$ cat config.mk
export PLATFORM = sky130hd
export DESIGN_NAME = spo2_queue
export DESIGN_NICKNAME = d
export VERILOG_FILES = /design/src/sv/spo2_pkg.sv /design/src/sv/spo2_queue.sv
export SDC_FILE = /design/constraint.sdc
export NUM_CORES = 1
export LEC_CHECK = 0
export ABC_AREA = 1
export ABC_CLOCK_PERIOD_IN_PS = 26100
export BUFFER_PORTS_ARGS = -buffer_cell sky130_fd_sc_hd__buf_2
export CAP_MARGIN = 20
export CORE_MARGIN = 4
export CORE_UTILIZATION = 30
export DETAILED_ROUTE_END_ITERATION = 8
export SYNTH_ARGS = -nofsm -noshare
export SYNTH_HDL_FRONTEND = slang
export SYNTH_SLANG_ARGS = --single-unit
$ cat constraint.sdc
create_clock -name clk_i -period 26.1 [get_ports clk_i]
set_input_delay 2.61 -clock clk_i [delete_from_list [all_inputs] [get_ports clk_i]]
set_output_delay 2.61 -clock clk_i [all_outputs]
set_load 0.005 [all_outputs]
$ cat src/sv/spo2_pkg.sv
// Package for the SpO2 ratio-of-ratios estimator: field structs, register codes,
// fixed-point constants. No dependencies.
package spo2_pkg;

  localparam int unsigned SampleBits = 18;
  localparam int unsigned FracBits   = 16;
  localparam int unsigned LevelBits  = SampleBits + FracBits;
  localparam int unsigned EnergyBits = 62;
  localparam int unsigned RootBits   = 31;
  localparam int unsigned RBits      = 20;
  localparam int unsigned ProdBits   = RootBits + LevelBits;       // 65
  localparam int unsigned NumBits    = ProdBits + 16;              // 81
  localparam int unsigned DenShBits  = ProdBits + RBits;           // 85
  localparam logic [EnergyBits-1:0] EnergyMax = {EnergyBits{1'b1}};
  localparam logic [RBits-1:0]      RMax      = {RBits{1'b1}};
  localparam logic [20:0] KSlope  = 21'd1526989;
  localparam logic [23:0] KOffset = 24'd7164396;

  // register indexes
  localparam logic [1:0] RegDcWeight   = 2'd0;
  localparam logic [1:0] RegSpo2Weight = 2'd1;
  localparam logic [1:0] RegWindowLen  = 2'd2;
  localparam logic [1:0] RegFingerThr  = 2'd3;

  typedef struct packed {
    logic [SampleBits-1:0] red_sample;
    logic [SampleBits-1:0] ir_sample;
  } in_item_t;

  typedef struct packed {
    logic signed [15:0] spo2_estimate;
    logic               finger_present;
  } out_item_t;

  // window-end work handed from front to back
  typedef struct packed {
    logic [EnergyBits-1:0] red_energy;
    logic [EnergyBits-1:0] ir_energy;
    logic [LevelBits-1:0]  red_level;
    logic [LevelBits-1:0]  ir_level;
    logic                  finger;
  } window_t;

  typedef enum logic [2:0] {
    FE_IDLE, FE_MUL_RED, FE_MUL_IR, FE_SQ_RED, FE_SQ_IR, FE_PUSH
  } fe_state_e;

  typedef enum logic [3:0] {
    BE_IDLE, BE_SQRT, BE_MUL0, BE_MUL1, BE_MUL2, BE_MUL3, BE_DIV,
    BE_SPO2, BE_FILT, BE_OUT
  } be_state_e;

endpackage

$ cat src/sv/spo2_queue.sv
// Two-entry queue of window records between front and back.
// Depends on spo2_pkg.
module spo2_queue import spo2_pkg::*; (
  input  logic    clk_i,
  input  logic    rst_ni,
  input  logic    push_i,
  input  window_t data_i,
  output logic    full_o,
  input  logic    pop_i,
  output logic    avail_o,
  output window_t data_o
);

  window_t    mem_q [2];
  logic [1:0] wp_q, rp_q;

  assign full_o  = (wp_q[0] == rp_q[0]) && (wp_q[1] != rp_q[1]);
  assign avail_o = (wp_q != rp_q);
  assign data_o  = mem_q[rp_q[0]];

  always_ff @(posedge clk_i or negedge rst_ni) begin
    if (!rst_ni) begin
      wp_q <= '0;
      rp_q <= '0;
    end else begin
      if (push_i) wp_q <= wp_q + 2'd1;
      if (pop_i)  rp_q <= rp_q + 2'd1;
    end
  end

  always_ff @(posedge clk_i) begin
    if (push_i) mem_q[wp_q[0]] <= data_i;
  end

endmodule

== Word level (Yosys, flattened, before mapping) ==
Memories as Yosys holds them, arrays and structs flattened.
Cells that the tools add are included.
Widths: inputs -> output; s select.

* $add $sub $neg: 2
* Equal/unequal tests: 3
* Multiplexer cells: 2
* Reduce and logical (&&, ||, !) cells: 1

{| class="wikitable"
|+ Operators by type and width
! operator !! count
|-
| $add 2x1->2 const B || 2
|-
| $mux 1 || 2
|-
| $ne 2x2->1 || 1
|-
| $eq 1x1->1 || 1
|-
| $logic_and 1x1->1 || 1
|-
| $ne 1x1->1 || 1
|}

* Bits in registers: 4
* Memory bits (writable): 386
* Input port bits: 197
* Output and inout bits: 195
* Word-level logic and storage cells: 11
* Memories: 1

{| class="wikitable"
|+ Memories
! memory !! depth !! bits a word !! read ports !! clocked after Yosys merged registers in !! wr ports !! RTL line !! text
|-
| mem_q || 2 || 193 || 1 || 0 || 1 || spo2_queue.sv:14 || <nowiki>window_t mem_q [2];</nowiki>
|}

== Depth between registers and ports, before layout ==
* Word-level depth: 2
* Mapped depth: 6

== Worst setup path before layout ==
Ideal clock, no wire load.

* Path kind: input-to-reg
* Start: input push_i
* End: memory mem_q[0][0] (netlist name), enable pin
* Setup time: 0.755 ns
* Data arrival time: 10.715 ns
* Data required time: 25.345 ns
* Slack: 14.630 ns
* Stages: 2
* Path through: inv_1 nor2_1

* Longest elaborated chain between the ends: 2

{| class="wikitable"
|+ RTL lines
! item !! RTL line !! text
|-
| from (decl) || spo2_queue.sv:6 || <nowiki>input logic push_i,</nowiki>
|-
| $mux 1 || spo2_queue.sv:32 || <nowiki>if (push_i) mem_q[wp_q[0]] <= data_i;</nowiki>
|-
| $mux 1 (implied by the code) || spo2_queue.sv:32 ||
|-
| to (decl) || spo2_queue.sv:14 ||
|}

Every way passes these cells.

==> reports/qor.csv <==
metric,value,unit
finClkSkew,0.008597,ns
postLayoutCellArea,18160,sq um
cp-start-kind,flip-flop,
required,23.49,ns
synth.top_cell.area_share,0.8105,
h_tree_level_count,2,
floorplan.core_area,46850,sq um
hpwl,21.71,mm
design_power_total,2.002,mW
finalWeightedCongestion,0.7403,
synth-seq-area-share,0.8175,
register_clock_pin_slew_on_the_reported_worst_setup_and_hold_paths,0.05,ns
cts_hold_buffers,0,
power_density,110.3,nW/um^2
r2r_slack,23.13,ns
synth.avg_cell_area,13.80,sq um
routed_wire_length_per_instance,16.05,microns
cts_post_setup_buffers_inserted,0,
final_max_slew_viol_count,0,
drt_iter0_drc,519,
proportion_of_layout_cells_with_a_drive_suffix_above_1,0.3134,
vias,8875,
grt_first_pass_wirelength,49.51,mm
clock_latency,0.54,ns
number_of_antenna_violating_nets_in_the_routed_design,0,
finalSetupViolations,0,
post-synth-top-area-cell,sky130_fd_sc_hd__edfxtp_1,
std_cell_rows,79,
maxClockFrequency,0.1675,GHz
cts_resized,0,
grt_start_max_net_pins,123,
num-fill-cells,4553,
final_nets,1632,
syn_inst,1036,
gr-usage-all-layers,0.1240,
grt_pass1_vias,8793,
setup_slack_at_placement,20.70,ns
ys_types,11,
leakagePower,7.731,nW
deepest_clock_path_buffer_count,3,
grt_antenna_before_repair,9,
hold_removal_path_class,reg2reg,
cts_tree,built,
run_status,"finished, final reports clean",
synth_top_cells_by_area,"sky130_fd_sc_hd__edfxtp_1 (81%), sky130_fd_sc_hd__nand2_1 (16%), sky130_fd_sc_hd__buf_6 (1.1%), sky130_fd_sc_hd__dfrtp_1 (0.70%), sky130_fd_sc_hd__buf_2 (0.66%)",
initial_utilization,0.3052,
globalRoute.totalOverflow,0,
final.min_clock_period,5.970,ns
worstMarginPinSlew,1.039,ns
cts-root-buf,sky130_fd_sc_hd__clkbuf_16,
critical_path_sink_type,output port,
yosys_warnings,0,
most_common_cell_after_layout_fill_and_taps_aside,sky130_fd_sc_hd__nand2_1,
worstRegToRegCells,3,
syn_nets,1233,
max-slew-margin-rel,0.3074,
layout.cells.most_common_list,"sky130_fd_sc_hd__nand2_1 (591), sky130_fd_sc_hd__buf_2 (391), sky130_fd_sc_hd__edfxtp_1 (386)",
dieWidth,226.3,microns
worstPathMaxFanout,112,
port_buffers,391,
tritoncts_buffer_count,42,
max-cap-violations,0,
fin_tns_setup,0,ns
drt-vias-per-instance,4.265,
cts_num_sinks,390,
yosys_register_bits,390,
rsz_0062_raised_after_global_routing,false,
holdWs,0.5616,ns
power.ir.vdd_worst,0.07072,mV
hold_viol_final,0,
final_routed_wirelength_across_all_metal_layers,33.40,mm
hold_path_depth,2,
worst_setup_path_category,reg2out,
timing.final.ws_setup,20.13,ns
die_h,226.3,microns
pin_count,392,
drt_pass1_iterations,5,
drc_errors,0,
design.die.area,51230,sq um
syn_area,14300,sq um
placed_cell_area,16770,sq um
final.period_utilization,0.2287,
syn2layout_area_growth,26.96,%
wp_data_arrival,3.36,ns
-- registers in the layout, indices dropped and copies added (netlist names) --
| name | flops |
|---|---|
| wp_q | 2 |
| rp_q | 2 |
| mem_q | 386 |
-- worst max-delay path, stage by stage (launching register included) --
cell,delay [ns]
sky130_fd_sc_hd__dfrtp_4,0.69
sky130_fd_sc_hd__inv_6,0.69
sky130_fd_sc_hd__buf_4,0.85
sky130_fd_sc_hd__nand2_1,0.10
sky130_fd_sc_hd__nand2_1,0.15
sky130_fd_sc_hd__buf_2,0.13
-- cells in the mapped netlist --
| cell type | number |
|---|---|
| sky130_fd_sc_hd__nor2_1 | 2 |
| sky130_fd_sc_hd__inv_4 | 1 |
| sky130_fd_sc_hd__buf_2 | 19 |
| sky130_fd_sc_hd__xor2_1 | 4 |
| sky130_fd_sc_hd__nand2_1 | 591 |
| sky130_fd_sc_hd__clkbuf_1 | 1 |
| sky130_fd_sc_hd__edfxtp_1 | 386 |
| sky130_fd_sc_hd__dfrtp_1 | 4 |
| sky130_fd_sc_hd__inv_1 | 5 |
| sky130_fd_sc_hd__buf_6 | 14 |
| sky130_fd_sc_hd__buf_4 | 9 |
-- stage by stage --
stage	util	std cells
2_1_floorplan	-	1036
3_3_place_gp	0.3579	1998
3_5_place_dp	0.3579	1998
4_1_cts	0.3872	2075
5_1_grt	0.3874	2078
6_report	0.3875	2081
-- per-layer routing --
metal / global-route usage / wire (microns) / up-vias
met3: 0.05088 / 3182 / 52
li1: - / - / 4308
met5: 0 / 29 / -
met2: 0.2014 / 16180 / 296
met4: 0.03810 / 663 / 6
met1: 0.1527 / 13350 / 4213
-- cells by family after synthesis --
group	synth area share
xor+xnor	0.002449
buf+inv	0.02441
flops	0.8175
simple gates	0.1556
-- power by group --
group          switching [mW]  internal (mW)  total (mW)
clock network           0.231          0.354       0.586
registers              0.0371          0.833       0.870
logic                   0.358          0.188       0.547
total                   0.627           1.37        2.00
-- area by class of cell --
type / instances / area (sq um) / share of cell area
sequential: 390 / 11700 / 0.6441
clock buffer: 56 / 1167 / 0.06429
timing repair buffer: 398 / 2009 / 0.1107
tap: 607 / 759.5 / 0.04183
clock inverter: 21 / 207.7 / 0.01144
antenna: 6 / 15.01 / 0.0008269
multi-input combinational: 597 / 2268 / 0.1249
inverter: 6 / 35.03 / 0.001929
-- final timing paths --
kind / to / from
max reg2reg: mem_q[0][61] / wp_q[0]
max: data_o[127] / rp_q[0]
min: wp_q[1] / wp_q[1]
min in group asynchronous: wp_q[0] / rst_ni
max in group asynchronous: rp_q[0] / rst_ni
min reg2reg: wp_q[1] / wp_q[1]
Note: power is estimated with default switching activity, not from simulation.
